`config.mk`:
```
export PLATFORM = sky130hd
export DESIGN_NAME = utf8_to_ucs2_speech_frame_flat
export DESIGN_NICKNAME = d
export VERILOG_FILES = /design/src/rtl/u2s_pkg.sv /design/src/rtl/u2s_in_if.sv /design/src/rtl/u2s_out_if.sv /design/src/rtl/utf8_to_ucs2_speech_frame.sv /design/src/rtl/u2s_front.sv /design/src/rtl/u2s_queue.sv /design/src/rtl/u2s_back.sv /design/src/flat_wrapper.sv
export SDC_FILE = /design/constraint.sdc
export NUM_CORES = 1
export LEC_CHECK = 0
export BUFFER_PORTS_ARGS = -buffer_cell sky130_fd_sc_hd__buf_4
export CAP_MARGIN = 15
export CORE_ASPECT_RATIO = 1.2
export CORE_MARGIN = 2
export CORE_UTILIZATION = 30
export CTS_BUF_LIST = sky130_fd_sc_hd__clkbuf_16
export DETAILED_ROUTE_END_ITERATION = 16
export PLACE_DENSITY = 0.54
export SLEW_MARGIN = 25
export SYNTH_ARGS = -nofsm -noshare
export SYNTH_HDL_FRONTEND = slang
export SYNTH_SLANG_ARGS = --single-unit
```
`constraint.sdc`:
```
create_clock -name i_clk -period 4.2 [get_ports i_clk]
set_input_delay 0 -clock i_clk [delete_from_list [all_inputs] [get_ports i_clk]]
set_output_delay 0 -clock i_clk [all_outputs]
set_load 0.01 [all_outputs]
```
`src/rtl/u2s_pkg.sv`:
```
// ============================================================================
// u2s_pkg
// Shared types and constants of the UTF-8 to UCS-2 speech frame builder.
// ============================================================================
`default_nettype none

package u2s_pkg;

    // Command fields are sized for the largest unit store the block supports.
    localparam int UNIT_CNT_W  = 5;
    localparam int QUEUE_DEPTH = 4;
    localparam int QUEUE_AW    = 2;
    localparam int QUEUE_CW    = 3;

    localparam int APB_AW = 4;
    localparam int APB_DW = 32;

    // Register indexes (byte address = 4 * index)
    localparam logic [1:0] REG_HEAD    = 2'd0;
    localparam logic [1:0] REG_COMMAND = 2'd1;
    localparam logic [1:0] REG_PARAM   = 2'd2;

    localparam logic [7:0] HEAD_RESET    = 8'hFD;
    localparam logic [7:0] COMMAND_RESET = 8'h01;
    localparam logic [7:0] PARAM_RESET   = 8'h03;

    localparam logic [7:0] ASCII_MAX  = 8'h7F;
    localparam logic [7:0] LEAD2_MASK = 8'hE0;
    localparam logic [7:0] LEAD2_CODE = 8'hC0;
    localparam logic [7:0] LEAD3_MASK = 8'hF0;
    localparam logic [7:0] LEAD3_CODE = 8'hE0;
    localparam logic [7:0] CONT_MASK  = 8'hC0;
    localparam logic [7:0] CONT_CODE  = 8'h80;

    typedef enum logic [1:0] {
        PH_LEAD,
        PH_TWO_LAST,
        PH_THREE_MID,
        PH_THREE_LAST
    } t_phase;

    typedef enum logic [3:0] {
        ES_IDLE,
        ES_HEAD,
        ES_LEN_HI,
        ES_LEN_LO,
        ES_COMMAND,
        ES_PARAM,
        ES_UNIT_HI,
        ES_UNIT_LO,
        ES_SUM
    } t_emit_state;

    // One entry between decoder and frame builder: an optional unit write
    // and, on the last text byte, the frame request.
    typedef struct packed {
        logic                  unit_valid;
        logic [15:0]           unit;
        logic [UNIT_CNT_W-1:0] addr;
        logic                  is_end;
        logic                  bad;
        logic                  too_long;
        logic [UNIT_CNT_W-1:0] units;
    } t_cmd;

    typedef struct packed {
        logic [7:0] head;
        logic [7:0] command;
        logic [7:0] param;
    } t_cfg;

endpackage

`default_nettype wire

```
`src/rtl/u2s_in_if.sv`:
```
// ============================================================================
// u2s_in_if
// Text byte channel: valid/ready handshake with one UTF-8 byte per item.
// ============================================================================
`default_nettype none

interface u2s_in_if;
    logic       valid;
    logic       ready;
    logic [7:0] text_byte;
    logic       text_end;

    modport source (output valid, output text_byte, output text_end, input ready);
    modport sink   (input valid, input text_byte, input text_end, output ready);
endinterface

`default_nettype wire

```
`src/rtl/u2s_out_if.sv`:
```
// ============================================================================
// u2s_out_if
// Frame byte channel: valid/ready handshake with one frame byte per item.
// ============================================================================
`default_nettype none

interface u2s_out_if;
    logic       valid;
    logic       ready;
    logic [7:0] frame_byte;
    logic       frame_last;
    logic       bad_text;
    logic       text_too_long;

    modport source (output valid, output frame_byte, output frame_last,
                    output bad_text, output text_too_long, input ready);
    modport sink   (input valid, input frame_byte, input frame_last,
                    input bad_text, input text_too_long, output ready);
endinterface

`default_nettype wire

```
`src/rtl/utf8_to_ucs2_speech_frame.sv`:
```
// ============================================================================
// utf8_to_ucs2_speech_frame
// UTF-8 text to UCS-2 speech command frame builder with APB register port.
// ============================================================================
// Text bytes: one per cycle while the 4-entry command queue has room.
// Frame: the last text byte's request is queued, taken by the idle sequencer,
//   then 6 + 2*units bytes go out, one per cycle while o_frame is ready.
// Bytes of the next text keep flowing until the queue fills behind a frame.
// Reset (synchronous, active low) clears decoder, queue and sequencer;
//   registers return to head 0xFD, command 0x01, parameter 0x03.
`default_nettype none

module utf8_to_ucs2_speech_frame #(
    parameter int MAX_UNITS = 29
) (
    input  wire logic                          i_clk,
    input  wire logic                          i_rst_n,
    u2s_in_if.sink                             i_text,
    u2s_out_if.source                          o_frame,
    input  wire logic                          psel,
    input  wire logic                          penable,
    input  wire logic                          pwrite,
    input  wire logic [u2s_pkg::APB_AW-1:0]    paddr,
    input  wire logic [u2s_pkg::APB_DW-1:0]    pwdata,
    output logic      [u2s_pkg::APB_DW-1:0]    prdata,
    output logic                               pready
);

    u2s_pkg::t_cfg r_cfg;
    u2s_pkg::t_cmd w_front_cmd;
    u2s_pkg::t_cmd w_back_cmd;
    logic          w_front_valid;
    logic          w_front_ready;
    logic          w_back_valid;
    logic          w_back_ready;
    logic          w_wr;

    assign pready = 1'b1;
    assign w_wr   = psel && penable && pwrite;

    always_ff @(posedge i_clk) begin
        if (!i_rst_n) begin
            r_cfg.head    <= u2s_pkg::HEAD_RESET;
            r_cfg.command <= u2s_pkg::COMMAND_RESET;
            r_cfg.param   <= u2s_pkg::PARAM_RESET;
        end else if (w_wr) begin
            case (paddr[3:2])
                u2s_pkg::REG_HEAD:    r_cfg.head    <= pwdata[7:0];
                u2s_pkg::REG_COMMAND: r_cfg.command <= pwdata[7:0];
                u2s_pkg::REG_PARAM:   r_cfg.param   <= pwdata[7:0];
                default: ;
            endcase
        end
    end

    always_comb begin
        case (paddr[3:2])
            u2s_pkg::REG_HEAD:    prdata = {24'd0, r_cfg.head};
            u2s_pkg::REG_COMMAND: prdata = {24'd0, r_cfg.command};
            u2s_pkg::REG_PARAM:   prdata = {24'd0, r_cfg.param};
            default:              prdata = '0;
        endcase
    end

    u2s_front #(
        .MAX_UNITS (MAX_UNITS)
    ) u_front (
        .i_clk       (i_clk),
        .i_rst_n     (i_rst_n),
        .i_text      (i_text),
        .o_cmd       (w_front_cmd),
        .o_cmd_valid (w_front_valid),
        .i_cmd_ready (w_front_ready)
    );

    u2s_queue u_queue (
        .i_clk   (i_clk),
        .i_rst_n (i_rst_n),
        .i_cmd   (w_front_cmd),
        .i_valid (w_front_valid),
        .o_ready (w_front_ready),
        .o_cmd   (w_back_cmd),
        .o_valid (w_back_valid),
        .i_ready (w_back_ready)
    );

    u2s_back #(
        .MAX_UNITS (MAX_UNITS)
    ) u_back (
        .i_clk       (i_clk),
        .i_rst_n     (i_rst_n),
        .i_cfg       (r_cfg),
        .i_cmd       (w_back_cmd),
        .i_cmd_valid (w_back_valid),
        .o_cmd_ready (w_back_ready),
        .o_frame     (o_frame)
    );

endmodule

`default_nettype wire

```
`src/rtl/u2s_front.sv`:
```
// ============================================================================
// u2s_front
// UTF-8 decoder: classifies each text byte, tracks errors and unit count,
// and issues unit writes and frame requests to the queue.
// ============================================================================
`default_nettype none

module u2s_front #(
    parameter int MAX_UNITS = 29
) (
    input  wire logic          i_clk,
    input  wire logic          i_rst_n,
    u2s_in_if.sink             i_text,
    output u2s_pkg::t_cmd      o_cmd,
    output logic               o_cmd_valid,
    input  wire logic          i_cmd_ready
);

    localparam int CW = $clog2(MAX_UNITS + 1);

    u2s_pkg::t_phase r_phase, n_phase;
    logic [7:0]      r_lead, n_lead;
    logic [7:0]      r_mid, n_mid;
    logic [CW-1:0]   r_count, n_count;
    logic            r_bad, n_bad;
    logic            r_long, n_long;
    logic            r_ended, n_ended;

    logic            w_push;
    logic [15:0]     w_unit;
    logic [7:0]      w_b;
    logic            w_accept;

    assign w_b         = i_text.text_byte;
    assign i_text.ready = i_cmd_ready;
    assign w_accept    = i_text.valid && i_cmd_ready;

    always_comb begin
        n_phase = r_phase;
        n_lead  = r_lead;
        n_mid   = r_mid;
        n_count = r_count;
        n_bad   = r_bad;
        n_long  = r_long;
        n_ended = r_ended;
        w_push  = 1'b0;
        w_unit  = 16'd0;
        o_cmd   = '0;

        if (!r_ended && !r_bad) begin
            case (r_phase)
                u2s_pkg::PH_LEAD: begin
                    if (w_b == 8'd0) begin
                        n_ended = 1'b1;
                    end else if (w_b <= u2s_pkg::ASCII_MAX) begin
                        w_push = 1'b1;
                        w_unit = {8'd0, w_b};
                    end else if ((w_b & u2s_pkg::LEAD2_MASK) == u2s_pkg::LEAD2_CODE) begin
                        n_lead  = w_b;
                        n_phase = u2s_pkg::PH_TWO_LAST;
                    end else if ((w_b & u2s_pkg::LEAD3_MASK) == u2s_pkg::LEAD3_CODE) begin
                        n_lead  = w_b;
                        n_phase = u2s_pkg::PH_THREE_MID;
                    end else begin
                        n_bad = 1'b1;
                    end
                end
                u2s_pkg::PH_TWO_LAST: begin
                    n_phase = u2s_pkg::PH_LEAD;
                    if ((w_b & u2s_pkg::CONT_MASK) != u2s_pkg::CONT_CODE) begin
                        n_bad = 1'b1;
                    end else begin
                        w_push = 1'b1;
                        w_unit = {5'd0, r_lead[4:0], w_b[5:0]};
                    end
                end
                u2s_pkg::PH_THREE_MID: begin
                    if ((w_b & u2s_pkg::CONT_MASK) != u2s_pkg::CONT_CODE) begin
                        n_bad   = 1'b1;
                        n_phase = u2s_pkg::PH_LEAD;
                    end else begin
                        n_mid   = w_b;
                        n_phase = u2s_pkg::PH_THREE_LAST;
                    end
                end
                default: begin
                    n_phase = u2s_pkg::PH_LEAD;
                    if ((w_b & u2s_pkg::CONT_MASK) != u2s_pkg::CONT_CODE) begin
                        n_bad = 1'b1;
                    end else begin
                        w_push = 1'b1;
                        w_unit = {r_lead[3:0], r_mid[5:0], w_b[5:0]};
                    end
                end
            endcase
        end

        if (w_push) begin
            if (r_count < CW'(MAX_UNITS)) begin
                o_cmd.unit_valid = 1'b1;
                o_cmd.unit       = w_unit;
                o_cmd.addr       = u2s_pkg::UNIT_CNT_W'(r_count);
                n_count          = CW'(r_count + 1'b1);
            end else begin
                n_long = 1'b1;
            end
        end

        if (i_text.text_end) begin
            // sequence still open at the end of the text
            if (n_phase != u2s_pkg::PH_LEAD) begin
                n_bad = 1'b1;
            end
            o_cmd.is_end   = 1'b1;
            o_cmd.bad      = n_bad;
            o_cmd.too_long = n_long;
            o_cmd.units    = (n_bad || n_long) ? '0 : u2s_pkg::UNIT_CNT_W'(n_count);
            n_phase = u2s_pkg::PH_LEAD;
            n_lead  = 8'd0;
            n_mid   = 8'd0;
            n_count = '0;
            n_bad   = 1'b0;
            n_long  = 1'b0;
            n_ended = 1'b0;
        end

        o_cmd_valid = i_text.valid && (o_cmd.unit_valid || o_cmd.is_end);
    end

    always_ff @(posedge i_clk) begin
        if (!i_rst_n) begin
            r_phase <= u2s_pkg::PH_LEAD;
            r_lead  <= 8'd0;
            r_mid   <= 8'd0;
            r_count <= '0;
            r_bad   <= 1'b0;
            r_long  <= 1'b0;
            r_ended <= 1'b0;
        end else if (w_accept) begin
            r_phase <= n_phase;
            r_lead  <= n_lead;
            r_mid   <= n_mid;
            r_count <= n_count;
            r_bad   <= n_bad;
            r_long  <= n_long;
            r_ended <= n_ended;
        end
    end

endmodule

`default_nettype wire

```
`src/rtl/u2s_queue.sv`:
```
// ============================================================================
// u2s_queue
// Small FIFO of decoder commands between the decoder and the frame builder.
// ============================================================================
`default_nettype none

module u2s_queue (
    input  wire logic           i_clk,
    input  wire logic           i_rst_n,
    input  wire u2s_pkg::t_cmd  i_cmd,
    input  wire logic           i_valid,
    output logic                o_ready,
    output u2s_pkg::t_cmd       o_cmd,
    output logic                o_valid,
    input  wire logic           i_ready
);

    u2s_pkg::t_cmd                   r_mem [u2s_pkg::QUEUE_DEPTH];
    logic [u2s_pkg::QUEUE_AW-1:0]    r_wr_ptr;
    logic [u2s_pkg::QUEUE_AW-1:0]    r_rd_ptr;
    logic [u2s_pkg::QUEUE_CW-1:0]    r_fill;
    logic                            w_push;
    logic                            w_pop;

    assign o_ready = (r_fill != u2s_pkg::QUEUE_CW'(u2s_pkg::QUEUE_DEPTH));
    assign o_valid = (r_fill != '0);
    assign o_cmd   = r_mem[r_rd_ptr];
    assign w_push  = i_valid && o_ready;
    assign w_pop   = o_valid && i_ready;

    always_ff @(posedge i_clk) begin
        if (w_push) begin
            r_mem[r_wr_ptr] <= i_cmd;
        end
    end

    always_ff @(posedge i_clk) begin
        if (!i_rst_n) begin
            r_wr_ptr <= '0;
            r_rd_ptr <= '0;
            r_fill   <= '0;
        end else begin
            if (w_push) begin
                r_wr_ptr <= r_wr_ptr + 1'b1;
            end
            if (w_pop) begin
                r_rd_ptr <= r_rd_ptr + 1'b1;
            end
            case ({w_push, w_pop})
                2'b10:   r_fill <= r_fill + 1'b1;
                2'b01:   r_fill <= r_fill - 1'b1;
                default: r_fill <= r_fill;
            endcase
        end
    end

endmodule

`default_nettype wire

```
`src/rtl/u2s_back.sv`:
```
// ============================================================================
// u2s_back
// Frame builder: owns the unit store; on a frame request sends head, length,
// command, parameter, unit bytes and XOR checksum, one byte a cycle if ready.
// ============================================================================
`default_nettype none

module u2s_back #(
    parameter int MAX_UNITS = 29
) (
    input  wire logic           i_clk,
    input  wire logic           i_rst_n,
    input  wire u2s_pkg::t_cfg  i_cfg,
    input  wire u2s_pkg::t_cmd  i_cmd,
    input  wire logic           i_cmd_valid,
    output logic                o_cmd_ready,
    u2s_out_if.source           o_frame
);

    localparam int CW = $clog2(MAX_UNITS + 1);
    localparam int IW = (MAX_UNITS > 1) ? $clog2(MAX_UNITS) : 1;

    u2s_pkg::t_emit_state r_state, n_state;
    logic [IW-1:0]        r_idx, n_idx;
    logic [CW-1:0]        r_units, n_units;
    logic                 r_bad, n_bad;
    logic                 r_long, n_long;
    logic [7:0]           r_sum, n_sum;

    logic [15:0]          r_store [MAX_UNITS];
    logic [15:0]          r_rd;

    logic                 r_out_valid;
    logic [7:0]           r_out_byte;
    logic                 r_out_last;
    logic                 r_out_bad;
    logic                 r_out_long;

    logic                 w_load;
    logic                 w_emit;
    logic [7:0]           w_byte;
    logic                 w_last;
    logic                 w_rd_en;
    logic [IW-1:0]        w_rd_addr;
    logic [15:0]          w_len;
    logic [CW-1:0]        w_idx_inc;

    assign w_load    = !r_out_valid || o_frame.ready;
    assign w_len     = 16'({r_units, 1'b0}) + 16'd3;
    assign w_idx_inc = CW'(r_idx) + CW'(1);

    always_comb begin
        n_state     = r_state;
        n_idx       = r_idx;
        n_units     = r_units;
        n_bad       = r_bad;
        n_long      = r_long;
        n_sum       = r_sum;
        o_cmd_ready = 1'b0;
        w_emit      = 1'b0;
        w_byte      = 8'd0;
        w_last      = 1'b0;
        w_rd_en     = 1'b0;
        w_rd_addr   = '0;

        case (r_state)
            u2s_pkg::ES_IDLE: begin
                o_cmd_ready = 1'b1;
                if (i_cmd_valid && i_cmd.is_end) begin
                    n_state = u2s_pkg::ES_HEAD;
                    n_units = i_cmd.units[CW-1:0];
                    n_bad   = i_cmd.bad;
                    n_long  = i_cmd.too_long;
                    n_sum   = 8'd0;
                    n_idx   = '0;
                end
            end
            u2s_pkg::ES_HEAD: begin
                w_byte = i_cfg.head;
                if (w_load) begin
                    w_emit  = 1'b1;
                    n_state = u2s_pkg::ES_LEN_HI;
                end
            end
            u2s_pkg::ES_LEN_HI: begin
                w_byte = w_len[15:8];
                if (w_load) begin
                    w_emit  = 1'b1;
                    n_state = u2s_pkg::ES_LEN_LO;
                end
            end
            u2s_pkg::ES_LEN_LO: begin
                w_byte = w_len[7:0];
                if (w_load) begin
                    w_emit  = 1'b1;
                    n_state = u2s_pkg::ES_COMMAND;
                end
            end
            u2s_pkg::ES_COMMAND: begin
                w_byte = i_cfg.command;
                if (w_load) begin
                    w_emit  = 1'b1;
                    n_state = u2s_pkg::ES_PARAM;
                end
            end
            u2s_pkg::ES_PARAM: begin
                w_byte = i_cfg.param;
                if (w_load) begin
                    w_emit  = 1'b1;
                    // fetch the first unit ahead of its high byte
                    w_rd_en = (r_units != '0);
                    n_state = (r_units != '0) ? u2s_pkg::ES_UNIT_HI : u2s_pkg::ES_SUM;
                end
            end
            u2s_pkg::ES_UNIT_HI: begin
                w_byte = r_rd[15:8];
                if (w_load) begin
                    w_emit  = 1'b1;
                    n_state = u2s_pkg::ES_UNIT_LO;
                end
            end
            u2s_pkg::ES_UNIT_LO: begin
                w_byte = r_rd[7:0];
                if (w_load) begin
                    w_emit = 1'b1;
                    if (w_idx_inc == r_units) begin
                        n_state = u2s_pkg::ES_SUM;
                    end else begin
                        n_idx     = IW'(w_idx_inc);
                        w_rd_en   = 1'b1;
                        w_rd_addr = IW'(w_idx_inc);
                        n_state   = u2s_pkg::ES_UNIT_HI;
                    end
                end
            end
            u2s_pkg::ES_SUM: begin
                w_byte = r_sum;
                w_last = 1'b1;
                if (w_load) begin
                    w_emit  = 1'b1;
                    n_state = u2s_pkg::ES_IDLE;
                end
            end
            default: begin
                n_state = u2s_pkg::ES_IDLE;
            end
        endcase

        if (w_emit) begin
            n_sum = r_sum ^ w_byte;
        end
    end

    always_ff @(posedge i_clk) begin
        if (!i_rst_n) begin
            r_state <= u2s_pkg::ES_IDLE;
            r_idx   <= '0;
            r_units <= '0;
            r_bad   <= 1'b0;
            r_long  <= 1'b0;
            r_sum   <= 8'd0;
        end else begin
            r_state <= n_state;
            r_idx   <= n_idx;
            r_units <= n_units;
            r_bad   <= n_bad;
            r_long  <= n_long;
            r_sum   <= n_sum;
        end
    end

    // unit store: written from the queue while idle, read during a frame
    always_ff @(posedge i_clk) begin
        if (r_state == u2s_pkg::ES_IDLE && i_cmd_valid && i_cmd.unit_valid) begin
            r_store[i_cmd.addr[IW-1:0]] <= i_cmd.unit;
        end
        if (w_rd_en) begin
            r_rd <= r_store[w_rd_addr];
        end
    end

    always_ff @(posedge i_clk) begin
        if (!i_rst_n) begin
            r_out_valid <= 1'b0;
        end else if (w_emit) begin
            r_out_valid <= 1'b1;
        end else if (o_frame.ready) begin
            r_out_valid <= 1'b0;
        end
    end

    always_ff @(posedge i_clk) begin
        if (w_emit) begin
            r_out_byte <= w_byte;
            r_out_last <= w_last;
            r_out_bad  <= r_bad;
            r_out_long <= r_long;
        end
    end

    assign o_frame.valid         = r_out_valid;
    assign o_frame.frame_byte    = r_out_byte;
    assign o_frame.frame_last    = r_out_last;
    assign o_frame.bad_text      = r_out_bad;
    assign o_frame.text_too_long = r_out_long;

endmodule

`default_nettype wire
```
`src/flat_wrapper.sv`:
```
// flat-port wrapper written by rule: the top's interface ports become plain ports
module utf8_to_ucs2_speech_frame_flat 
#(
    parameter int MAX_UNITS = 29
)
  (i_clk, i_rst_n, psel, penable, pwrite, paddr, pwdata, prdata, pready, i_text_valid, i_text_text_byte, i_text_text_end, i_text_ready, o_frame_valid, o_frame_frame_byte, o_frame_frame_last, o_frame_bad_text, o_frame_text_too_long, o_frame_ready);
  u2s_in_if i_text_i ();
  u2s_out_if o_frame_i ();
  input  wire logic i_clk;
  input  wire logic i_rst_n;
  input  wire logic psel;
  input  wire logic penable;
  input  wire logic pwrite;
  input  wire logic [u2s_pkg::APB_AW-1:0] paddr;
  input  wire logic [u2s_pkg::APB_DW-1:0] pwdata;
  output logic      [u2s_pkg::APB_DW-1:0] prdata;
  output logic pready;
  input wire logic [$bits(i_text_i.valid)-1:0] i_text_valid;
  input wire logic [$bits(i_text_i.text_byte)-1:0] i_text_text_byte;
  input wire logic [$bits(i_text_i.text_end)-1:0] i_text_text_end;
  output wire logic [$bits(i_text_i.ready)-1:0] i_text_ready;
  output wire logic [$bits(o_frame_i.valid)-1:0] o_frame_valid;
  output wire logic [$bits(o_frame_i.frame_byte)-1:0] o_frame_frame_byte;
  output wire logic [$bits(o_frame_i.frame_last)-1:0] o_frame_frame_last;
  output wire logic [$bits(o_frame_i.bad_text)-1:0] o_frame_bad_text;
  output wire logic [$bits(o_frame_i.text_too_long)-1:0] o_frame_text_too_long;
  input wire logic [$bits(o_frame_i.ready)-1:0] o_frame_ready;
  assign i_text_i.valid = i_text_valid;
  assign i_text_i.text_byte = i_text_text_byte;
  assign i_text_i.text_end = i_text_text_end;
  assign i_text_ready = i_text_i.ready;
  assign o_frame_valid = o_frame_i.valid;
  assign o_frame_frame_byte = o_frame_i.frame_byte;
  assign o_frame_frame_last = o_frame_i.frame_last;
  assign o_frame_bad_text = o_frame_i.bad_text;
  assign o_frame_text_too_long = o_frame_i.text_too_long;
  assign o_frame_i.ready = o_frame_ready;
  utf8_to_ucs2_speech_frame #(.MAX_UNITS(MAX_UNITS)) u_core (.i_clk(i_clk), .i_rst_n(i_rst_n), .i_text(i_text_i), .o_frame(o_frame_i), .psel(psel), .penable(penable), .pwrite(pwrite), .paddr(paddr), .pwdata(pwdata), .prdata(prdata), .pready(pready));
endmodule
```
==> results.json, run 1 <==
{
  "dieHeight_um": 342.0,
  "clkSlewWorstSetupHoldPaths_ns": 0.06,
  "hold_viol_final": 0,
  "clkLatencyLatePin_ns": 0.62,
  "syn2layout_area_growth_pct": 17.01,
  "max-cap-violations": 0,
  "synthCells": 2041,
  "synth-edff-count": 611,
  "cpMostUsedCell": "buf_4",
  "wl_per_cell_um": 21.36,
  "synth_top_flop_cell": "edfxtp_1",
  "initial_core_util": 0.3037,
  "crit_chain": "nand3_1, xor2_1, nand4_1, buf_4, and2_1, nand2_1, a21oi_1, a211oi_1, buf_4, nor3_1, buf_4",
  "r2r_slack_ns": 0.44,
  "vdd.ir_drop.worst_uv": 259.7,
  "cts_hold_buffers": 40,
  "grt_max_degree": 70,
  "period_minus_slack_ns": 3.760,
  "run_status": "finished clean",
  "drtIter0Drc": 1387,
  "cts_buffers": 69,
  "ys_ff_latch": 690,
  "dpl_worst_slack_ns": 0.5330,
  "tightest_slew_ns": 0.9619,
  "async_reset_ff_frac": 0,
  "yosys.area.top_type": "edfxtp_1",
  "synth.distinct_cells": 67,
  "regArea_um2": 19930,
  "finalWorstSetupSlack_ns": 0.4399,
  "fp.dieW_um": 285.7,
  "fmax_mhz": 266.0,
  "ant_nets": 0,
  "syn-mean-instance-area_um2": 13.99,
  "seqPwrFrac": 0.501,
  "drive_gt1_frac": 0.1427,
  "io_pins": 98,
  "yosysTopAreaCellShare": 0.6425,
  "grt_first_pass_wirelength_mm": 111.2,
  "wl_mm": 74.34,
  "hold_class": "input pin to flop",
  "root_buffer": "clkbuf_16",
  "p_sw_frac": 0.2600,
  "cts_resized": 0,
  "crit_type": "flop to flop",
  "p_clk_frac": 0.360,
  "p_int_mw": 12.64,
  "arrival_ns": 4.24,
  "fin_crit_sh": 0.8953,
  "nets": 2241,
  "placed_cells": 3317,
  "setup_viol": 0,
  "grtUsageTotal": 0.1507,
  "antenna_found_initial": 3,
  "comb_power_share": 0.139,
  "first_global_vias": 17530,
  "hpwl_mm": 46.45,
  "slowest_stage": "and2_1",
  "viasPerCell": 5.060,
  "rsz0062_at_grt": "false",
  "yosys_warnings": 0,
  "power.switching_mw": 4.442,
  "post_cts_buffers": 0,
  "finalCoreUtilization": 0.3554,
  "ys_seq_area_frac": 0.6978,
  "start_kind": "flop",
  "yosysMostFrequentCell": "edfxtp_1",
  "endpoint_kind": "flop",
  "setup_tns_ns": 0,
  "synthTopCellsByCount": "edfxtp_1, nand2_1, mux2i_1",
  "multi_input_area_um2": 7996,
  "vias": 17608,
  "synthesis.area_um2": 28560,
  "critical_path.max_fanout": 21,
  "gr-total-overflow": 0,
  "route.detailed.drc": 0,
  "rows": 123,
  "die-area_um2": 97690,
  "p_leak_nw": 11.10,
  "dr.pass1.iters": 5,
  "core_area_um2": 94030,
  "cts_tree": "yes",
  "slew_headroom": 0.3552,
  "place_congestion": 0.8422,
  "io_buffers": 46,
  "slew_violations": 0,
  "cts.path.max_buffers": 3,
  "stdcell_count": 3480,
  "htreeDepth": 3,
  "synth.area.top_cells": "edfxtp_1, dfxtp_1, mux2i_1, nand2_1, mux4_2",
  "fin_skew_ns": 0.02344,
  "worstPathRequired_ns": 4.68,
  "num-fill-cells": 8898,
  "cpPeakStageDelay_ns": 0.80,
  "numClockSinks": 690,
  "power-per-cell-area_nw_per_um2": 511.3
}
## cell type report
type | count | share of cell area
clock buffers | 73 | 0.05467
multi-input cells | 1206 | 0.2393
well taps | 1250 | 0.04680
diodes | 2 | 0.0001498
flip-flops and latches | 690 | 0.5965
clock inverters | 48 | 0.01266
inverters | 14 | 0.001573
repair buffers | 197 | 0.04838
## power groups by stage
stage | Combinational (mW) | Sequential (mW) | Clock [mW]
after CTS | 2.43 | 8.57 | 6.27
after global routing | 2.57 | 8.60 | 6.49
final | 2.38 | 8.56 | 6.15
after global placement | 2.33 | 8.69 | 0
after floorplan | 1.37 | 8.63 | 0
after detailed placement | 2.40 | 8.71 | 0
## flip-flops by register name, indices dropped and copies added, names as in the netlist, 2 cells and up, named ones only
register and cells:
u_core.u_front.r_lead 5, u_core.u_back.r_sum 8, u_core.u_front.r_phase 2, u_core.u_queue.r_wr_ptr 2, u_core.u_queue.r_fill 3, u_core.u_back.o_frame.frame_byte 8, u_core.u_front.r_mid 6, u_core.r_cfg 24
u_core.u_back.r_state 4, u_core.u_front.r_count 5, u_core.u_queue.r_mem 120, u_core.u_back.r_store 464, u_core.u_back.r_units 5, u_core.u_queue.r_rd_ptr 2, u_core.u_back.r_rd 16, u_core.u_back.r_idx 5
## metrics by stage
step | hold WS [ns] | instance area, um2 | power [mW]
floorplan | 0.09887 | 28650 | 10.00
global placement | 0.2285 | 30760 | 11.02
detailed placement | 0.2368 | 30760 | 11.12
CTS | 0.1592 | 33410 | 17.27
global route | 0.2195 | 33410 | 17.66
finish | 0.1932 | 33420 | 17.09
## worst paths after layout
kind	from	endpoint	cells past startpoint
worst max-delay path	u_core.u_back.r_idx[2]	u_core.u_back.r_rd[4]	11
worst min-delay path	pwdata[1]	u_core.r_cfg[1]	4
worst max register to register	u_core.u_back.r_idx[2]	u_core.u_back.r_rd[4]	11
worst min register to register	u_core.u_back.r_bad	u_core.u_back.o_frame.bad_text	0
## cell families (layout without fill, tap and decap cells)
kind of cell	count (synthesis)	in the layout	share of synthesized area
mux	133	133	0.06068
buf+inv	168	332	0.02756
xor+xnor	29	29	0.009901
simple gates	718	718	0.1240
compound gates	290	290	0.07465
fa+ha+maj	11	11	0.005082
other cells	2	27	0.0002630
flops	690	690	0.6978
## per-layer routing
layer,GRT usage,share of wire,vias up
li1,-,-,8028
met1,0.1861,0.40,8983
met2,0.2683,0.52,493
met3,0.01778,0.046,104
met4,0.05923,0.033,0
met5,0,0,-
## critical path, delay by kind of cell (launching register included)
kind	cells	cell delay, ns
xor+xnor	1	0.23
flops	1	0.56
buf+inv	3	0.60
compound gates	2	0.39
simple gates	5	1.83
## layout by cell type (no fill, tap or decap), types with 32 or more instances in the layout
master | Yosys | layout
edfxtp_1 | 611 | 611
nand2_1 | 236 | 234
buf_4 | 26 | 154
mux2i_1 | 100 | 100
nand3_1 | 97 | 97
nor2_1 | 91 | 90
a211oi_1 | 79 | 79
dfxtp_1 | 79 | 77
clkbuf_16 | 0 | 73
nor3_1 | 57 | 55
nor2b_1 | 53 | 53
and3_1 | 48 | 48
a221oi_1 | 47 | 47
dlygate4sd3_1 | 0 | 40
and2_1 | 37 | 36
a21oi_1 | 34 | 34
o22ai_1 | 34 | 34
o21ai_0 | 33 | 33
mux4_2 | 32 | 32
No activity file was read; power rests on OpenSTA's default activity.
==> run 2: changes to the inputs <==
--- a/config.mk
+++ b/config.mk
@@ -16,4 +16,5 @@
 export SLEW_MARGIN = 25
 export SYNTH_ARGS = -nofsm -noshare
 export SYNTH_HDL_FRONTEND = slang
+export SYNTH_HIERARCHICAL = 1
 export SYNTH_SLANG_ARGS = --single-unit
==> results.json, run 2 <==
{
  "fmax_mhz": 282.1,
  "dpl-instance-area_um2": 30820,
  "cpPeakStageDelay_ns": 0.64,
  "yosys_warnings": 6,
  "final_cell_mix": "edfxtp_1, nand2_1, buf_4",
  "slowest_stage": "a221oi_1",
  "placed_cells": 3379,
  "crit_chain": "ha_4, xor2_1, nor2_1, nand4_1, buf_12, nand2_2, buf_12, mux2i_1, a221oi_1, a221oi_1, a31oi_1",
  "slew_headroom": 0.3155,
  "ys_seq_area_frac": 0.6886,
  "yosys.area_share.simple": 0.1181,
  "grt_use_met3": 0.02130,
  "fin_crit_sh": 0.8439,
  "slew_violations": 0,
  "rr_startpoint": "u_core/u_back/r_idx[0]",
  "synth_mux_area_frac": 0.05676,
  "seqPwrFrac": 0.494,
  "fp.dieW_um": 287.5,
  "p_clk_frac": 0.352,
  "rsz0062_at_grt": "false",
  "grt_first_pass_wirelength_mm": 114.2,
  "route.detailed.drc": 0,
  "cts_buffers": 69,
  "synth.distinct_cells": 80,
  "grt_max_degree": 137,
  "synth_top_family_by_area": "simple AND/OR/NAND/NOR gates",
  "max-cap-violations": 0,
  "async_reset_ff_frac": 0,
  "setup_tns_ns": 0,
  "ant_nets": 0,
  "p_leak_nw": 10.96,
  "viasPerCell": 5.120,
  "tightest_slew_ns": 1.027,
  "met2_usage": 0.2662,
  "grtUsageTotal": 0.1530,
  "worstHoldStart": "i_text_text_end",
  "clkSlewWorstSetupHoldPaths_ns": 0.07,
  "io_pins": 98,
  "synth_compound_area_frac": 0.09156,
  "worstPathRequired_ns": 4.53,
  "antenna_found_initial": 1,
  "cts.path.max_buffers": 3,
  "grt.busiest_layer": "met2",
  "synth.area.top_cells": "edfxtp_1, dfxtp_1, nand2_1, mux2i_1, mux4_2",
  "io_buffers": 46,
  "post_cts_buffers": 0,
  "dpl_worst_slack_ns": 0.6827,
  "dr.pass1.iters": 6,
  "gr-total-overflow": 0,
  "wl_mm": 76.35,
  "finalCoreUtilization": 0.3507,
  "drtIter0Drc": 1923,
  "vdd.ir_drop.worst_uv": 281.1,
  "stdcell_count": 3544,
  "die-area_um2": 98990,
  "rows": 124,
  "dieHeight_um": 344.3,
  "initial_core_util": 0.3033,
  "synth_adder_area_share": 0.005015,
  "fin_skew_ns": 0.02384,
  "largest_register_ffs": 464,
  "arrival_ns": 3.88,
  "setup_viol": 0,
  "hpwl_mm": 47.42,
  "nets": 2291,
  "crit_type": "flop to flop",
  "yosys.area.top_type": "edfxtp_1",
  "critical_path.max_fanout": 33,
  "post-route-cell-area_um2": 33460,
  "synthCells": 2137,
  "cp-startpoint": "u_core/u_back/r_idx[0]",
  "synth-edff-count": 611,
  "period_minus_slack_ns": 3.544,
  "yosysTopAreaCellShare": 0.6339,
  "p_int_mw": 12.73,
  "comb_power_share": 0.153,
  "synth_top_flop_cell": "edfxtp_1",
  "wl_per_cell_um": 21.54,
  "place_congestion": 0.8374,
  "syn2layout_area_growth_pct": 15.61,
  "htreeDepth": 3,
  "run_status": "finished clean",
  "core_area_um2": 95420,
  "synthTopCellsByCount": "edfxtp_1, nand2_1, a21oi_1, nand3_1, mux2i_1",
  "cts_tree": "yes",
  "use_met1": 0.1941,
  "vias": 18146,
  "drive_gt1_frac": 0.1305,
  "hold_class": "input pin to flop",
  "synth_xor_area_frac": 0.008127,
  "r2r_slack_ns": 0.66,
  "syn-mean-instance-area_um2": 13.54,
  "start_kind": "flop",
  "root_buffer": "clkbuf_16",
  "ys_ff_latch": 690,
  "total_power_mw": 17.44,
  "first_global_vias": 18086,
  "yosysMostFrequentCell": "edfxtp_1",
  "hold_viol_final": 0,
  "power-per-cell-area_nw_per_um2": 521.1,
  "whs_ns": 0.2332,
  "finalWorstSetupSlack_ns": 0.6555,
  "power.switching_mw": 4.708,
  "p_sw_frac": 0.2700,
  "synthesis.area_um2": 28940,
  "endpoint_kind": "flop",
  "numClockSinks": 690,
  "final_common_cell": "edfxtp_1",
  "num-fill-cells": 9131,
  "clkLatencyLatePin_ns": 0.62
}
==> run 2: kinds of logic (layout without fill, tap and decap cells) <==
logic type | count (synthesis) | in the layout
multiplexers | 125 | 125
AND/OR/NAND/NOR | 721 | 721
other | 2 | 26
buffers and inverters | 181 | 304
adder cells (fa/ha/maj) | 11 | 11
flip-flops | 690 | 690
XOR/XNOR | 26 | 26
AO/OA/AOI/OAI | 381 | 381
==> run 2: power groups by stage <==
stage               Clock (mW)  Combinational [mW]  Sequential (mW)
floorplan                    0                1.61             8.69
global placement             0                2.59             8.76
detailed placement           0                2.65             8.77
CTS                       6.28                2.68             8.63
global route              6.53                2.87             8.66
finish                    6.15                2.67             8.62
==> run 2: path summary, 6_finish.rpt <==
check / cells past startpoint / to
worst max register to register: 11 / u_core/u_back/r_rd[10]
worst min-delay path: 2 / u_core/u_queue/r_mem[3][7]
worst min register to register: 0 / u_core/u_back/o_frame.text_too_long
worst max-delay path: 11 / u_core/u_back/r_rd[10]
==> run 2: what timing repair did <==
item,CTS,global route
hold buffers,38,0
resized for setup,0,0
hold endpoints to repair,99,0
==> run 2: layout make-up <==
| class | count | area, um2 | share of cell area |
|---|---|---|---|
| Multi-Input combinational cell | 1289 | 8239 | 0.2462 |
| Clock buffer | 73 | 1827 | 0.05459 |
| Antenna cell | 1 | 2.502 | 0.00007479 |
| Clock inverter | 53 | 426.7 | 0.01275 |
| Timing Repair Buffer | 162 | 1399 | 0.04181 |
| Sequential cell | 690 | 19930 | 0.5956 |
| Tap cell | 1260 | 1577 | 0.04712 |
| Inverter | 16 | 60.06 | 0.001795 |
==> run 2: critical path: cells and delay by family (launching register included) <==
kind | cells | cell delay, ns
simple gates | 3 | 0.84
buf+inv | 2 | 0.47
compound gates | 3 | 0.87
mux | 1 | 0.20
xor+xnor | 1 | 0.14
fa+ha+maj | 1 | 0.25
flops | 1 | 0.44
==> run 2: layer usage <==
layer,share of wire,wire length [um]
met3,0.052,4004
met4,0.030,2263
met1,0.42,31730
met5,0,0
met2,0.50,38350
==> run 3: changes to the inputs <==
--- a/config.mk
+++ b/config.mk
@@ -12,7 +12,7 @@
 export CORE_UTILIZATION = 30
 export CTS_BUF_LIST = sky130_fd_sc_hd__clkbuf_16
 export DETAILED_ROUTE_END_ITERATION = 16
-export PLACE_DENSITY = 0.54
+export PLACE_DENSITY = 0.56
 export SLEW_MARGIN = 25
 export SYNTH_ARGS = -nofsm -noshare
 export SYNTH_HDL_FRONTEND = slang
==> constraint.sdc (replaced) <==
create_clock -name i_clk -period 2.9 [get_ports i_clk]
set_input_delay 0 -clock i_clk [delete_from_list [all_inputs] [get_ports i_clk]]
set_output_delay 0 -clock i_clk [all_outputs]
set_load 0.01 [all_outputs]
==> results.json, run 3 (synthesis gave the netlist of run 2 again) <==
{
  "grtUsageTotal": 0.1554,
  "finalCoreUtilization": 0.3631,
  "htreeDepth": 3,
  "slew_violations": 0,
  "placed_cells": 3479,
  "crit_type": "flop to flop",
  "ant_nets": 0,
  "rows": 124,
  "fin_crit_sh": 0.9729,
  "post-route-cell-area_um2": 34650,
  "gr-total-overflow": 0,
  "clkSlewWorstSetupHoldPaths_ns": 0.06,
  "io_pins": 98,
  "grt_first_pass_wirelength_mm": 116.0,
  "rsz0062_at_grt": "false",
  "setup_tns_ns": 0,
  "hold_viol_final": 0,
  "drtIter0Drc": 1705,
  "total_power_mw": 25.15,
  "fin_skew_ns": 0.02997,
  "final_common_cell": "edfxtp_1",
  "drive_gt1_frac": 0.1789,
  "whs_ns": 0.2231,
  "dpl_worst_slack_ns": -0.2516,
  "setup_viol": 0,
  "hold_class": "input pin to flop",
  "vias": 18480,
  "dieHeight_um": 344.3,
  "grt_max_degree": 84,
  "place_congestion": 0.8332,
  "cts_buffers": 68,
  "numClockSinks": 690,
  "route.detailed.drc": 0,
  "slew_headroom": 0.4130,
  "crit_buf_inv": 5,
  "critical_path.max_fanout": 12,
  "period_minus_slack_ns": 2.821,
  "fp.dieW_um": 287.5,
  "vdd.ir_drop.worst_uv": 355.0,
  "io_buffers": 46,
  "regArea_um2": 19930,
  "dr.pass1.iters": 6,
  "cts.path.max_buffers": 3,
  "dpl-instance-area_um2": 31890,
  "wl_mm": 78.57,
  "endpoint_kind": "flop",
  "crit_chain": "buf_4, nand3_1, xnor2_1, nand4_1, buf_4, buf_4, bufbuf_16, and2_1, buf_12, a21oi_1, a211oi_1, o21ai_0, a32oi_1",
  "slowest_stage": "dfxtp_2",
  "final_cell_mix": "edfxtp_1, nand2_1, buf_4",
  "stdcell_count": 3652,
  "num_antenna_cells": 0,
  "core_area_um2": 95420,
  "multi_input_area_um2": 8346,
  "die-area_um2": 98990,
  "fmax_mhz": 354.4,
  "worstPathRequired_ns": 3.24,
  "cts_tree": "yes",
  "tightest_slew_ns": 0.8782,
  "r2r_slack_ns": 0.08,
  "start_kind": "flop",
  "largest_register_ffs": 464,
  "arrival_ns": 3.16,
  "cpMostUsedCell": "buf_4",
  "viasPerCell": 5.060,
  "initial_core_util": 0.3033,
  "wl_per_cell_um": 21.51,
  "run_status": "finished clean",
  "antenna_found_initial": 3,
  "num-fill-cells": 9046,
  "finalWorstSetupSlack_ns": 0.07858,
  "nets": 2401,
  "root_buffer": "clkbuf_16",
  "hpwl_mm": 50.06,
  "max-cap-violations": 0,
  "clkLatencyLatePin_ns": 0.62,
  "first_global_vias": 18475,
  "p_leak_nw": 11.62,
  "cpPeakStageDelay_ns": 0.35,
  "power-per-cell-area_nw_per_um2": 726.0,
  "crit_family": "buffers and inverters",
  "syn2layout_area_growth_pct": 19.72
}
-- run 3: changes by cell type in the layout (fill, tap and decap cells not counted), moves of 3 or more --
cell and delta:
buf_4 +85, and2_2 +4, dlygate4sd3_1 -4, a311oi_2 +3, dfxtp_2 +3, and2_1 -4, a311oi_1 -3, dfxtp_1 -3
buf_12 +25
-- run 3: report_power, final --
part | total, mW | leakage (nW) | switching (mW) | internal [mW]
Sequential | 12.5 | 6.19 | 0.240 | 12.2
Combinational | 4.10 | 4.33 | 2.85 | 1.25
Clock | 8.60 | 1.10 | 3.77 | 4.82
Total | 25.2 | 11.6 | 6.87 | 18.3
-- run 3: worst paths after layout --
kind / start / end / cells after the start
worst max-delay path: u_core/u_back/r_idx[0] / u_core/u_back/r_rd[11] / 13
worst min-delay path: pwdata[0] / u_core/r_cfg[0] / 4
worst max register to register: u_core/u_back/r_idx[0] / u_core/u_back/r_rd[11] / 13
worst min register to register: u_core/u_back/r_bad / u_core/u_back/o_frame.bad_text / 0
-- run 3: layout make-up --
class,instances,area share
sequential,690,0.5753
multi-input combinational,1290,0.2409
timing repair buffer,272,0.07439
clock buffer,71,0.05128
tap,1260,0.04550
clock inverter,53,0.01094
inverter,16,0.001733
-- run 3: worst min-delay path, stage by stage --
cell	delay [ns]
dlygate4sd3_1	0.52
buf_4	0.10
nor2b_1	0.05
mux2i_1	0.11
-- run 3: metal layers --
| layer | global-route usage | routed length, um |
|---|---|---|
| met1 | 0.1941 | 31820 |
| met2 | 0.2709 | 39640 |
| met3 | 0.02123 | 4364 |
| met4 | 0.06283 | 2742 |
| met5 | 0 | 0 |
-- run 3: timing repair --
action,4_1_cts,5_1_grt
setup endpoints to repair,4,16
pin swaps,5,11
gates resized for setup,6,21
hold buffers,34,0
cloned,1,2
setup buffers,6,6
endpoints found under the hold margin,90,0
